## src/sv/bspu_pkg.sv

```systemverilog
// bspu_pkg: shared types, codes and the sigmoid table for the binary swarm update
// used by binary_swarm_particle_update and its testbench; depends on nothing
`default_nettype none

package bspu_pkg;

    // field widths fixed by the item format
    localparam int IDX_W  = 6;
    localparam int VEL_W  = 16;
    localparam int RND_W  = 16;
    localparam int GAIN_W = 12;

    // default particle length
    localparam int VECTOR_LENGTH_DEF = 64;

    // command codes
    localparam logic [1:0] CMD_INIT   = 2'd0;
    localparam logic [1:0] CMD_UPDATE = 2'd1;
    localparam logic [1:0] CMD_SAVE   = 2'd2;

    // configuration register indexes
    localparam logic CFG_ALPHA = 1'b0;
    localparam logic CFG_BETA  = 1'b1;

    // gain reset values, 1.0 in Q4.8
    localparam logic [GAIN_W-1:0] GAIN_RESET = 12'd256;

    typedef struct packed {
        logic [1:0]       command;
        logic [IDX_W-1:0] element_index;
        logic             global_best_bit;
        logic [RND_W-1:0] random_value;
    } in_item_t;

    typedef struct packed {
        logic [IDX_W-1:0]        out_index;
        logic                    current_bit;
        logic                    local_best_bit;
        logic signed [VEL_W-1:0] velocity;
    } out_item_t;

    // per-element stored state
    typedef struct packed {
        logic                    pos;
        logic                    best;
        logic signed [VEL_W-1:0] vel;
    } elem_state_t;

    // logistic curve over [-8, 8) in steps of 0.25, scaled to 65536
    function automatic logic [RND_W-1:0] sigmoid_lut(input logic [5:0] k);
        logic [RND_W-1:0] r;
        case (k)
            6'd0:  r = 16'd22;    6'd1:  r = 16'd28;    6'd2:  r = 16'd36;
            6'd3:  r = 16'd47;    6'd4:  r = 16'd60;    6'd5:  r = 16'd77;
            6'd6:  r = 16'd98;    6'd7:  r = 16'd126;   6'd8:  r = 16'd162;
            6'd9:  r = 16'd208;   6'd10: r = 16'd267;   6'd11: r = 16'd342;
            6'd12: r = 16'd439;   6'd13: r = 16'd562;   6'd14: r = 16'd720;
            6'd15: r = 16'd922;   6'd16: r = 16'd1179;  6'd17: r = 16'd1506;
            6'd18: r = 16'd1921;  6'd19: r = 16'd2446;  6'd20: r = 16'd3108;
            6'd21: r = 16'd3938;  6'd22: r = 16'd4971;  6'd23: r = 16'd6249;
            6'd24: r = 16'd7812;  6'd25: r = 16'd9702;  6'd26: r = 16'd11955;
            6'd27: r = 16'd14595; 6'd28: r = 16'd17625; 6'd29: r = 16'd21025;
            6'd30: r = 16'd24743; 6'd31: r = 16'd28693; 6'd32: r = 16'd32768;
            6'd33: r = 16'd36843; 6'd34: r = 16'd40793; 6'd35: r = 16'd44511;
            6'd36: r = 16'd47911; 6'd37: r = 16'd50941; 6'd38: r = 16'd53581;
            6'd39: r = 16'd55834; 6'd40: r = 16'd57724; 6'd41: r = 16'd59287;
            6'd42: r = 16'd60565; 6'd43: r = 16'd61598; 6'd44: r = 16'd62428;
            6'd45: r = 16'd63090; 6'd46: r = 16'd63615; 6'd47: r = 16'd64030;
            6'd48: r = 16'd64357; 6'd49: r = 16'd64614; 6'd50: r = 16'd64816;
            6'd51: r = 16'd64974; 6'd52: r = 16'd65097; 6'd53: r = 16'd65194;
            6'd54: r = 16'd65269; 6'd55: r = 16'd65328; 6'd56: r = 16'd65374;
            6'd57: r = 16'd65410; 6'd58: r = 16'd65438; 6'd59: r = 16'd65459;
            6'd60: r = 16'd65476; 6'd61: r = 16'd65489; 6'd62: r = 16'd65500;
            6'd63: r = 16'd65508;
            default: r = 16'd0;
        endcase
        return r;
    endfunction

endpackage

`default_nettype wire

```

## src/sv/binary_swarm_particle_update.sv

```systemverilog
// Binary swarm particle update: per-element initialize, velocity update and save-best.
// An accepted item passes through the compute stage, then the result register;
// throughput 1 item per cycle, set by one read-modify-write of the element RAM
// per cycle with a same-element bypass; input stalls while a result waits on m_ready
// or the clearing pass runs. Reset: synchronous active-low; gains return to 1.0, then a
// clearing pass zeroes each word of the element RAM, during which s_ready stays low.
`default_nettype none

module binary_swarm_particle_update #(
    parameter int VECTOR_LENGTH = bspu_pkg::VECTOR_LENGTH_DEF
) (
    input  wire logic                          aclk,
    input  wire logic                          aresetn,
    // input items
    input  wire logic                          s_valid,
    output logic                               s_ready,
    input  wire bspu_pkg::in_item_t            s_data,
    // result items
    output logic                               m_valid,
    input  wire logic                          m_ready,
    output bspu_pkg::out_item_t                m_data,
    // configuration writes
    input  wire logic                          cfg_wr_en,
    input  wire logic                          cfg_index,
    input  wire logic [bspu_pkg::GAIN_W-1:0]   cfg_wr_data
);

    import bspu_pkg::*;

    localparam int AW = (VECTOR_LENGTH > 1) ? $clog2(VECTOR_LENGTH) : 1;
    localparam int SW = $bits(elem_state_t);

    // configuration
    logic [GAIN_W-1:0] alpha_reg, beta_reg;

    // clearing pass
    logic          clr_active_reg;
    logic [AW-1:0] clr_addr_reg;

    // compute stage
    logic          s1_valid_reg;
    in_item_t      s1_item_reg;
    logic          fwd_hit_reg;
    elem_state_t   fwd_data_reg;

    // result register
    logic          m_valid_reg;
    out_item_t     m_data_reg;

    logic          accept, s1_adv;
    logic [AW-1:0] rd_addr, s1_addr;
    logic [IDX_W+AW-1:0] rd_ext, s1_ext;
    logic          s1_in_range;
    logic [SW-1:0] ram_rdata;
    elem_state_t   old_st, new_st;
    logic          ram_we;
    logic [AW-1:0] ram_waddr;
    logic [SW-1:0] ram_wdata;
    out_item_t     res_next;

    // handshake
    assign s1_adv  = s1_valid_reg && (!m_valid_reg || m_ready);
    assign s_ready = !clr_active_reg && (!s1_valid_reg || !m_valid_reg || m_ready);
    assign accept  = s_valid && s_ready;

    // element addresses
    assign rd_ext  = {{AW{1'b0}}, s_data.element_index};
    assign rd_addr = rd_ext[AW-1:0];
    assign s1_ext  = {{AW{1'b0}}, s1_item_reg.element_index};
    assign s1_addr = s1_ext[AW-1:0];
    assign s1_in_range = 32'(s1_item_reg.element_index) < VECTOR_LENGTH;

    // configuration registers
    always_ff @(posedge aclk) begin
        if (!aresetn) begin
            alpha_reg <= GAIN_RESET;
            beta_reg  <= GAIN_RESET;
        end else if (cfg_wr_en) begin
            case (cfg_index)
                CFG_ALPHA: alpha_reg <= cfg_wr_data;
                CFG_BETA:  beta_reg  <= cfg_wr_data;
                default:   alpha_reg <= alpha_reg;
            endcase
        end
    end

    // clearing pass after reset
    always_ff @(posedge aclk) begin
        if (!aresetn) begin
            clr_active_reg <= 1'b1;
            clr_addr_reg   <= '0;
        end else if (clr_active_reg) begin
            clr_addr_reg <= clr_addr_reg + AW'(1);
            if (clr_addr_reg == AW'(VECTOR_LENGTH - 1)) begin
                clr_active_reg <= 1'b0;
            end
        end
    end

    // element state memory
    assign ram_we    = clr_active_reg || (s1_adv && s1_in_range);
    assign ram_waddr = clr_active_reg ? clr_addr_reg : s1_addr;
    assign ram_wdata = clr_active_reg ? '0 : new_st;

    bspu_ram #(
        .WIDTH (SW),
        .DEPTH (VECTOR_LENGTH),
        .AW    (AW)
    ) u_state_ram (
        .aclk  (aclk),
        .we    (ram_we),
        .waddr (ram_waddr),
        .wdata (ram_wdata),
        .re    (accept),
        .raddr (rd_addr),
        .rdata (ram_rdata)
    );

    // compute stage register and same-element bypass
    always_ff @(posedge aclk) begin
        if (!aresetn) begin
            s1_valid_reg <= 1'b0;
            fwd_hit_reg  <= 1'b0;
        end else begin
            if (accept) begin
                s1_valid_reg <= 1'b1;
                fwd_hit_reg  <= s1_adv && s1_in_range && (s1_addr == rd_addr);
            end else if (s1_adv) begin
                s1_valid_reg <= 1'b0;
                fwd_hit_reg  <= 1'b0;
            end
        end
    end

    always_ff @(posedge aclk) begin
        if (accept) begin
            s1_item_reg  <= s_data;
            fwd_data_reg <= new_st;
        end
    end

    // element update
    always_comb begin
        logic signed [12:0] a_term, b_term;
        logic signed [17:0] vsum;
        logic signed [VEL_W-1:0] vsat;
        logic [11:0] vclamp;
        logic [RND_W-1:0] thresh;

        old_st = fwd_hit_reg ? fwd_data_reg : elem_state_t'(ram_rdata);
        new_st = old_st;

        // gain terms, each difference is -1, 0 or +1
        if (old_st.best && !old_st.pos) begin
            a_term = $signed({1'b0, alpha_reg});
        end else if (!old_st.best && old_st.pos) begin
            a_term = -$signed({1'b0, alpha_reg});
        end else begin
            a_term = '0;
        end
        if (s1_item_reg.global_best_bit && !old_st.pos) begin
            b_term = $signed({1'b0, beta_reg});
        end else if (!s1_item_reg.global_best_bit && old_st.pos) begin
            b_term = -$signed({1'b0, beta_reg});
        end else begin
            b_term = '0;
        end

        // saturating velocity sum
        vsum = $signed({{2{old_st.vel[VEL_W-1]}}, old_st.vel})
             + $signed({{5{a_term[12]}}, a_term})
             + $signed({{5{b_term[12]}}, b_term});
        if (vsum > 18'sd32767) begin
            vsat = 16'sh7FFF;
        end else if (vsum < -18'sd32768) begin
            vsat = 16'sh8000;
        end else begin
            vsat = vsum[VEL_W-1:0];
        end

        // clamp to [-8, 8) and look up the sigmoid
        if (vsat > 16'sd2047) begin
            vclamp = 12'h7FF;
        end else if (vsat < -16'sd2048) begin
            vclamp = 12'h800;
        end else begin
            vclamp = vsat[11:0];
        end
        thresh = sigmoid_lut({~vclamp[11], vclamp[10:6]});

        case (s1_item_reg.command)
            CMD_INIT: begin
                new_st.pos = s1_item_reg.random_value[0];
            end
            CMD_UPDATE: begin
                new_st.vel = vsat;
                new_st.pos = s1_item_reg.random_value < thresh;
            end
            CMD_SAVE: begin
                new_st.best = old_st.pos;
            end
            default: begin
                new_st = old_st;
            end
        endcase

        // result
        res_next.out_index = s1_item_reg.element_index;
        if (s1_in_range) begin
            res_next.current_bit    = new_st.pos;
            res_next.local_best_bit = new_st.best;
            res_next.velocity       = new_st.vel;
        end else begin
            res_next.current_bit    = 1'b0;
            res_next.local_best_bit = 1'b0;
            res_next.velocity       = '0;
        end
    end

    // result register
    always_ff @(posedge aclk) begin
        if (!aresetn) begin
            m_valid_reg <= 1'b0;
        end else if (s1_adv) begin
            m_valid_reg <= 1'b1;
        end else if (m_ready) begin
            m_valid_reg <= 1'b0;
        end
    end

    always_ff @(posedge aclk) begin
        if (s1_adv) begin
            m_data_reg <= res_next;
        end
    end

    assign m_valid = m_valid_reg;
    assign m_data  = m_data_reg;

`ifndef NO_ASSERTIONS
    // no item is in flight while the memory is being cleared
    a_clear_idle: assert property (@(posedge aclk) disable iff (!aresetn)
        clr_active_reg |-> !s1_valid_reg && !m_valid_reg)
        else $error("item in flight during clearing pass");

    // an accepted item always lands in the compute stage
    a_accept_fill: assert property (@(posedge aclk) disable iff (!aresetn)
        accept |=> s1_valid_reg)
        else $error("accepted item lost");

    // bypass only applies to an item held in the compute stage
    a_fwd_owner: assert property (@(posedge aclk) disable iff (!aresetn)
        fwd_hit_reg |-> s1_valid_reg)
        else $error("bypass flag without item");

    // out-of-range elements report zero state
    a_out_range: assert property (@(posedge aclk) disable iff (!aresetn)
        (m_valid_reg && (32'(m_data_reg.out_index) >= VECTOR_LENGTH)) |->
        (!m_data_reg.current_bit && !m_data_reg.local_best_bit &&
         (m_data_reg.velocity == '0)))
        else $error("out-of-range result not zero");

    // a stalled result holds while a new item waits in the compute stage
    a_stall_hold: assert property (@(posedge aclk) disable iff (!aresetn)
        (m_valid_reg && !m_ready && s1_valid_reg) |=> s1_valid_reg && m_valid_reg)
        else $error("item dropped under back-pressure");
`endif

endmodule

`default_nettype wire

```

## src/sv/bspu_ram.sv

```systemverilog
// bspu_ram: generic single-port-write, single-port-read RAM with registered read
// read returns the old word on a same-address write; uses no package
`default_nettype none

module bspu_ram #(
    parameter int WIDTH = 18,
    parameter int DEPTH = 64,
    parameter int AW    = (DEPTH > 1) ? $clog2(DEPTH) : 1
) (
    input  wire logic             aclk,
    input  wire logic             we,
    input  wire logic [AW-1:0]    waddr,
    input  wire logic [WIDTH-1:0] wdata,
    input  wire logic             re,
    input  wire logic [AW-1:0]    raddr,
    output logic      [WIDTH-1:0] rdata
);

    logic [WIDTH-1:0] mem [DEPTH];
    logic [WIDTH-1:0] rdata_reg;

    // write port
    always_ff @(posedge aclk) begin
        if (we) begin
            mem[waddr] <= wdata;
        end
    end

    // registered read port
    always_ff @(posedge aclk) begin
        if (re) begin
            rdata_reg <= mem[raddr];
        end
    end

    assign rdata = rdata_reg;

endmodule

`default_nettype wire

```

## config.mk

```make
export PLATFORM = sky130hd
export DESIGN_NAME = binary_swarm_particle_update
export DESIGN_NICKNAME = d
export VERILOG_FILES = /design/src/sv/bspu_pkg.sv /design/src/sv/binary_swarm_particle_update.sv /design/src/sv/bspu_ram.sv
export SDC_FILE = /design/constraint.sdc
export NUM_CORES = 1
export LEC_CHECK = 0
export ABC_AREA = 0
export BUFFER_PORTS_ARGS = -buffer_cell sky130_fd_sc_hd__buf_2
export CAP_MARGIN = 10
export CORE_MARGIN = 2
export CORE_UTILIZATION = 40
export DETAILED_ROUTE_END_ITERATION = 16
export PLACE_DENSITY = 0.66
export SYNTH_ARGS = -nofsm -noshare
export SYNTH_HDL_FRONTEND = slang
export SYNTH_SLANG_ARGS = --single-unit
```

## constraint.sdc

```tcl
create_clock -name aclk -period 13.25 [get_ports aclk]
set_clock_uncertainty 0.05 [all_clocks]
set_input_delay 1.325 -clock aclk [delete_from_list [all_inputs] [get_ports aclk]]
set_output_delay 1.325 -clock aclk [all_outputs]
set_load 0.02 [all_outputs]
```

==> results of run 1 <==
synthesized netlist by cell type, types with 14 or more instances:
| cell | number | area [um^2] |
|---|---|---|
| nor2b_1 | 25 | 156 |
| nor3_1 | 21 | 105 |
| buf_1 | 25 | 93.8 |
| nand2_1 | 133 | 499 |
| nor2_1 | 128 | 480 |
| a21oi_1 | 65 | 325 |
| o21ai_0 | 45 | 225 |
| mux2i_1 | 20 | 200 |
| xnor2_1 | 19 | 166 |
| nand3_1 | 33 | 165 |
| o211ai_1 | 23 | 173 |
| a22oi_1 | 14 | 105 |
| a31oi_1 | 25 | 156 |
| nand2b_1 | 14 | 87.6 |
| inv_1 | 52 | 195 |
| mux4_2 | 378 | 8510 |
| ha_1 | 42 | 526 |
| dfxtp_1 | 34 | 681 |
| fa_1 | 17 | 340 |
| clkbuf_1 | 96 | 360 |
| nand4_1 | 18 | 113 |
| edfxtp_1 | 1237 | 37100 |
| a21boi_0 | 27 | 203 |
final cells by class:
type                    instances  share of cell area
multi-input cells            1224               0.241
flip-flops and latches       1271               0.631
clock inverters                63              0.0114
inverters                      53             0.00332
clock buffers                 168              0.0586
well taps                    1755              0.0367
repair buffers                154              0.0176
diodes                          8            0.000334
worst min-delay path, stage by stage (launching register included):
cell and delay (ps):
dfxtp_1 330, nand2_1 60, a21boi_0 60
power by group through the flow:
stage	Sequential (mW)	Clock, mW	Combinational (mW)
floorplan	4.46	0	0.327
global route	4.38	3.83	0.517
CTS	4.38	3.66	0.481
global placement	4.46	0	0.485
finish	4.38	3.60	0.483
detailed placement	4.47	0	0.479
cells by family (layout without fill, tap and decap cells):
family                     after synthesis  in the layout  synth area share
muxes                                  409            409             0.168
AOI/OAI and AO/OA                      304            304            0.0400
xor gates and xnor gates                32             32           0.00533
other                                    0              8                 0
DFF                                   1271           1271             0.719
and+or+nand+nor                        420            420            0.0368
adders and majority gates               59             59            0.0165
buffers and inverters                  188            438            0.0139
metrics by stage:
stage / area [um^2] / util / setup slack (ps) / total power, mW / instances
floorplan: 52600 / - / 3040 / 4.79 / 2683
global placement: 55700 / 0.425 / 2500 / 4.95 / 4456
detailed placement: 55700 / 0.425 / 2270 / 4.94 / 4456
CTS: 59900 / 0.457 / 2190 / 8.53 / 4687
global route: 59900 / 0.457 / 1790 / 8.73 / 4688
finish: 59900 / 0.457 / 2460 / 8.47 / 4696
per-layer routing:
layer  part of all wire  wire [um]
met3              0.077      10200
met1               0.41      54500
met5                  0          0
met4              0.023       3050
met2               0.49      64000
worst min path at each step:
stage / end / slack [ps] / cells after the start
global route: m_valid$_SDFFE_PN0P_ / 510 / 1
floorplan: s1_valid_reg$_SDFFE_PN0P_ / 420 / 2
finish: s1_valid_reg$_SDFFE_PN0P_ / 460 / 2
global placement: s1_valid_reg$_SDFFE_PN0P_ / 440 / 2
detailed placement: s1_valid_reg$_SDFFE_PN0P_ / 450 / 2
CTS: s1_valid_reg$_SDFFE_PN0P_ / 460 / 2
==> flow_metrics.py, run 1 <==
metrics = {
    "setup_path": {
        "required_ps": 13740,
        "r2r_start": "fwd_hit_reg$_SDFFE_PN0P_",
        "rrSetupSlack_ps": 2460,
        "start_kind": "register",
        "critPathLaunch": "fwd_hit_reg$_SDFFE_PN0P_",
        "worstPathMaxFanout": 51,
        "arrival_ps": 11280,
        "cp_slowest_cell": "mux2i_1",
        "path_depth": 36,
        "crit_family": "compound AO/OA/AOI/OAI gates",
        "max_stage_delay_ps": 660,
        "reg2reg_to": "u_state_ram.mem[3][17]$_DFFE_PP_",
        "end_kind": "register",
        "rr_worst_depth": 36,
        "path_buf_inv": 5,
        "critPathKind": "reg2reg",
        "cp-endpoint": "u_state_ram.mem[3][17]$_DFFE_PP_",
    },
    "timing": {
        "tns_ps": 0,
        "maxSlewViolCount": 0,
        "slew_headroom": 0.204,
        "max_freq_mhz": 92.7,
        "finalCritPeriodShare": 0.814,
        "period_minus_slack_ps": 10790,
        "finalHoldWorstSlack_ps": 455,
        "rsz0062_at_grt": "false",
        "finalSetupViolations": 0,
        "hold_viol_final": 0,
        "worstMarginPinSlew_ps": 1190,
    },
    "global_routing": {
        "antenna_found_initial": 3,
        "grt.busiest_layer": "met2",
        "grt.met1_usage": 0.275,
        "met2_usage": 0.316,
        "grt_start_max_net_pins": 100,
        "grt_use_met3": 0.0303,
        "track_usage": 0.195,
        "grt_pass1_vias": 27077,
        "grt_pass1_wl_um": 191000,
        "grt_overflow": 0,
    },
    "routing": {
        "drtIter0Drc": 3217,
        "wl_um": 132000,
        "postRouteAntennaNets": 0,
        "drc": 0,
        "wire_per_inst_um": 28.1,
        "vias": 27282,
        "vias_per_cell": 5.81,
        "drt_first_pass_iters": 6,
    },
    "clocking": {
        "numCtsBuffers": 133,
        "post-cts-setup-buffers": 0,
        "cts_tree": "built",
        "clkSlewWorstSetupHoldPaths_ps": 60,
        "cts-root-buf": "clkbuf_16",
        "clock_sinks": 1271,
        "clockBufferDepth": 3,
        "cts_resized": 0,
        "clock_latency_ps": 740,
        "ctsHoldBuffers": 0,
        "h-tree-depth": 4,
    },
    "synthesis": {
        "netlist_area_um2": 52600,
        "async_flop_share": 0,
        "synth_warnings": 0,
        "synth-seq-cells": 1271,
        "synth_edf_count": 1237,
        "syn_inst": 2683,
        "syn_avg_cell_area_um2": 19.6,
        "synthFlopType": "edfxtp_1",
        "yosysSeqAreaShare": 0.719,
        "synth_cell_types": 74,
        "syn-num-nets": 2785,
    },
    "power": {
        "p_comb_frac": 0.057,
        "netSwitchingFraction": 0.218,
        "pwr_density_cell_nw_per_um2": 141,
        "peakVddDrop_uv": 125,
        "switchingPower_mw": 1.85,
        "internal-power_mw": 6.62,
        "leakage_nw": 19.2,
        "clockPowerShare": 0.425,
        "seqPwrFrac": 0.517,
    },
    "worst_hold_path": {
        "hold_start": "s1_valid_reg$_SDFFE_PN0P_",
        "hold_path.class": "reg2reg",
    },
    "cells_and_area": {
        "synthToLayoutAreaGrowth_pct": 13.9,
        "n_fill_cell": 10914,
        "final_common_cell": "edfxtp_1",
        "final_cell_mix": "edfxtp_1 (1237), mux4_2 (378), clkbuf_16 (135)",
        "final_nets": 2939,
        "drive_gt1_frac": 0.281,
        "seq_area_um2": 37800,
        "multi_input_area_um2": 14400,
        "largest_reg_flops": 1152,
    },
    "floorplan": {
        "ios": 69,
        "dieArea_um2": 134000,
        "num_rows": 133,
        "initial_core_util": 0.401,
        "fp.coreArea_um2": 131000,
        "fp.dieW_um": 367,
        "fp.dieH_um": 367,
    },
    "place": {
        "numPortBuffers": 68,
        "gp_congestion": 0.901,
        "post-dp-hpwl_um": 76000,
    },
    "run_status": {
        "status": "finished clean",
    },
    "flow_run": {
        "drv_cap": 0,
    },
}
(Power assumes the default switching activity.)
==> run 2, diff against run 1 <==
- PLACE_DENSITY: 0.66 -> 0.68
- clock period: 13.25 -> 9.19 ns (I/O delays scaled with it)
==> run 2 against run 1 <==
Net effect: setup slack got worse by 2000 ps; die area unchanged; combinational power is 50% higher; cell area rose by 0.66%; final cell count rose by 0.83%; power rose by 44%; global-route usage increased by 0.28 points; first-iteration DRC count is 14% higher; sequential share of layout area fell by 0.41 points; hold slack worse by 150 ps; critical endpoint is now u_state_ram.mem[59][17]$_DFFE_PP_; largest power group unchanged.
==> flow_metrics.py, run 2 (synthesis results as in run 1) <==
metrics = {
    "clocking": {
        "clkSlewWorstSetupHoldPaths_ps": 60,
        "numCtsBuffers": 134,
        "ctsHoldBuffers": 0,
        "clock_latency_ps": 750,
        "h-tree-depth": 4,
        "cts-root-buf": "clkbuf_16",
        "clockBufferDepth": 3,
        "cts_tree": "built",
        "clock_sinks": 1271,
    },
    "cells_and_area": {
        "drive_gt1_frac": 0.292,
        "final_nets": 2977,
        "largest_reg_flops": 1152,
        "n_fill_cell": 10818,
        "final_cell_mix": "edfxtp_1 (1237), mux4_2 (378), clkbuf_16 (136)",
        "final_area_um2": 60300,
        "seq_area_um2": 37800,
        "final_common_cell": "edfxtp_1",
        "synthToLayoutAreaGrowth_pct": 14.7,
        "multi_input_area_um2": 14500,
    },
    "routing": {
        "top_layer_used": "met5",
        "wl_um": 134000,
        "postRouteAntennaNets": 0,
        "drt_first_pass_iters": 5,
        "vias_per_cell": 5.89,
        "drc": 0,
        "drtIter0Drc": 3666,
        "wire_per_inst_um": 28.3,
        "wl_met1_um": 53900,
        "met3_length_um": 11200,
        "vias": 27879,
        "dr_wl_met2_um": 65600,
    },
    "setup_path": {
        "rr_worst_depth": 33,
        "start_kind": "register",
        "worstPathMaxFanout": 32,
        "cp_slowest_cell": "a2111oi_0",
        "arrival_ps": 9280,
        "end_kind": "register",
        "max_stage_delay_ps": 620,
        "critPathKind": "reg2reg",
        "required_ps": 9720,
    },
    "run_status": {
        "status": "finished clean",
    },
    "flow_run": {
        "drv_cap": 0,
    },
    "timing": {
        "finalCritPeriodShare": 0.952,
        "finalSetupViolations": 0,
        "max_freq_mhz": 114,
        "worstMarginPinSlew_ps": 1200,
        "hold_viol_final": 0,
        "finalHoldWorstSlack_ps": 307,
        "slew_headroom": 0.199,
        "maxSlewViolCount": 0,
        "layout_setup_ws_ps": 437,
        "period_minus_slack_ps": 8750,
    },
    "power": {
        "internal-power_mw": 9.48,
        "clockPowerShare": 0.422,
        "p_comb_frac": 0.059,
        "seqPwrFrac": 0.519,
        "leakage_nw": 18.3,
        "netSwitchingFraction": 0.222,
        "peakVddDrop_uv": 191,
        "switchingPower_mw": 2.71,
        "pwr_density_cell_nw_per_um2": 202,
    },
    "place": {
        "gp_congestion": 0.986,
        "post-dp-hpwl_um": 76400,
        "pre_cts_ws_ps": 246,
        "numPortBuffers": 68,
        "dpl_cell_area_um2": 55900,
    },
    "floorplan": {
        "fp.dieH_um": 367,
        "fp.coreArea_um2": 131000,
        "dieArea_um2": 134000,
        "fp.dieW_um": 367,
        "initial_core_util": 0.401,
        "ios": 69,
        "num_rows": 133,
    },
    "global_routing": {
        "track_usage": 0.198,
        "grt_pass1_vias": 27296,
        "grt_pass1_wl_um": 193000,
        "antenna_found_initial": 10,
        "grt_start_max_net_pins": 139,
        "grt_overflow": 0,
    },
    "worst_hold_path": {
        "hold_path.class": "in2reg",
        "hold_depth": 1,
    },
}
## run 2: changes by cell type in the layout (fill, tap and decap cells not counted), sizes merged
cell,previous run,this run
clkinv,42,46
inv,62,63
buf,154,190
bufinv,9,5
diode,8,2
clkbuf,168,176
## run 2: what timing repair did
action                     CTS  global route
resized for setup            0            27
setup endpoints to repair    0            66
buffers inserted             0             7
## run 2: final timing paths
| path | startpoint | endpoint | slack [ps] |
|---|---|---|---|
| min reg2reg | s1_valid_reg$_SDFFE_PN0P_ | s1_valid_reg$_SDFFE_PN0P_ | 450 |
| max reg2reg | fwd_hit_reg$_SDFFE_PN0P_ | u_state_ram.mem[59][17]$_DFFE_PP_ | 440 |
| max | fwd_hit_reg$_SDFFE_PN0P_ | u_state_ram.mem[59][17]$_DFFE_PP_ | 440 |
| min | s_data[2] | s1_item_reg[2]$_DFFE_PP_ | 310 |
## run 2: layer usage
| layer | up-vias | global-route usage |
|---|---|---|
| li1 | 11507 | - |
| met1 | 14826 | 0.275 |
| met2 | 1337 | 0.322 |
| met3 | 207 | 0.0358 |
| met4 | 2 | 0.0536 |
| met5 | - | 0 |
## run 2: layout make-up
type                    count  area share
multi-input cells        1224       0.241
flip-flops and latches   1271       0.627
clock buffers             175      0.0589
repair buffers            191      0.0230
inverters                  53     0.00330
diodes                      2   0.0000830
well taps                1755      0.0364
clock inverters            64     0.00990
## run 2: through the flow
step | TNS [ps] | instances | utilization | power [mW]
global route | -270 | 4733 | 0.460 | 12.5
global placement | 0 | 4486 | 0.427 | 7.15
detailed placement | 0 | 4486 | 0.427 | 7.14
floorplan | 0 | 2683 | - | 6.90
CTS | 0 | 4725 | 0.459 | 12.2
finish | 0 | 4735 | 0.460 | 12.2
## run 2: worst max-delay path: cells and delay by family, from the launching register on
kind                     cells  cell delay, ps
flip-flops                   1             450
adder cells (fa/ha/maj)      5            1720
AND/OR/NAND/NOR              6            1620
buffers and inverters        8            1070
multiplexers                 1             360
AO/OA/AOI/OAI               13            3280
## run 2: power groups by stage
stage / registers [mW] / logic (mW) / clock network, mW
after floorplan: 6.43 / 0.465 / 0
after global placement: 6.44 / 0.712 / 0
after detailed placement: 6.44 / 0.699 / 0
after CTS: 6.32 / 0.702 / 5.22
after global routing: 6.32 / 0.773 / 5.45
final: 6.32 / 0.724 / 5.14
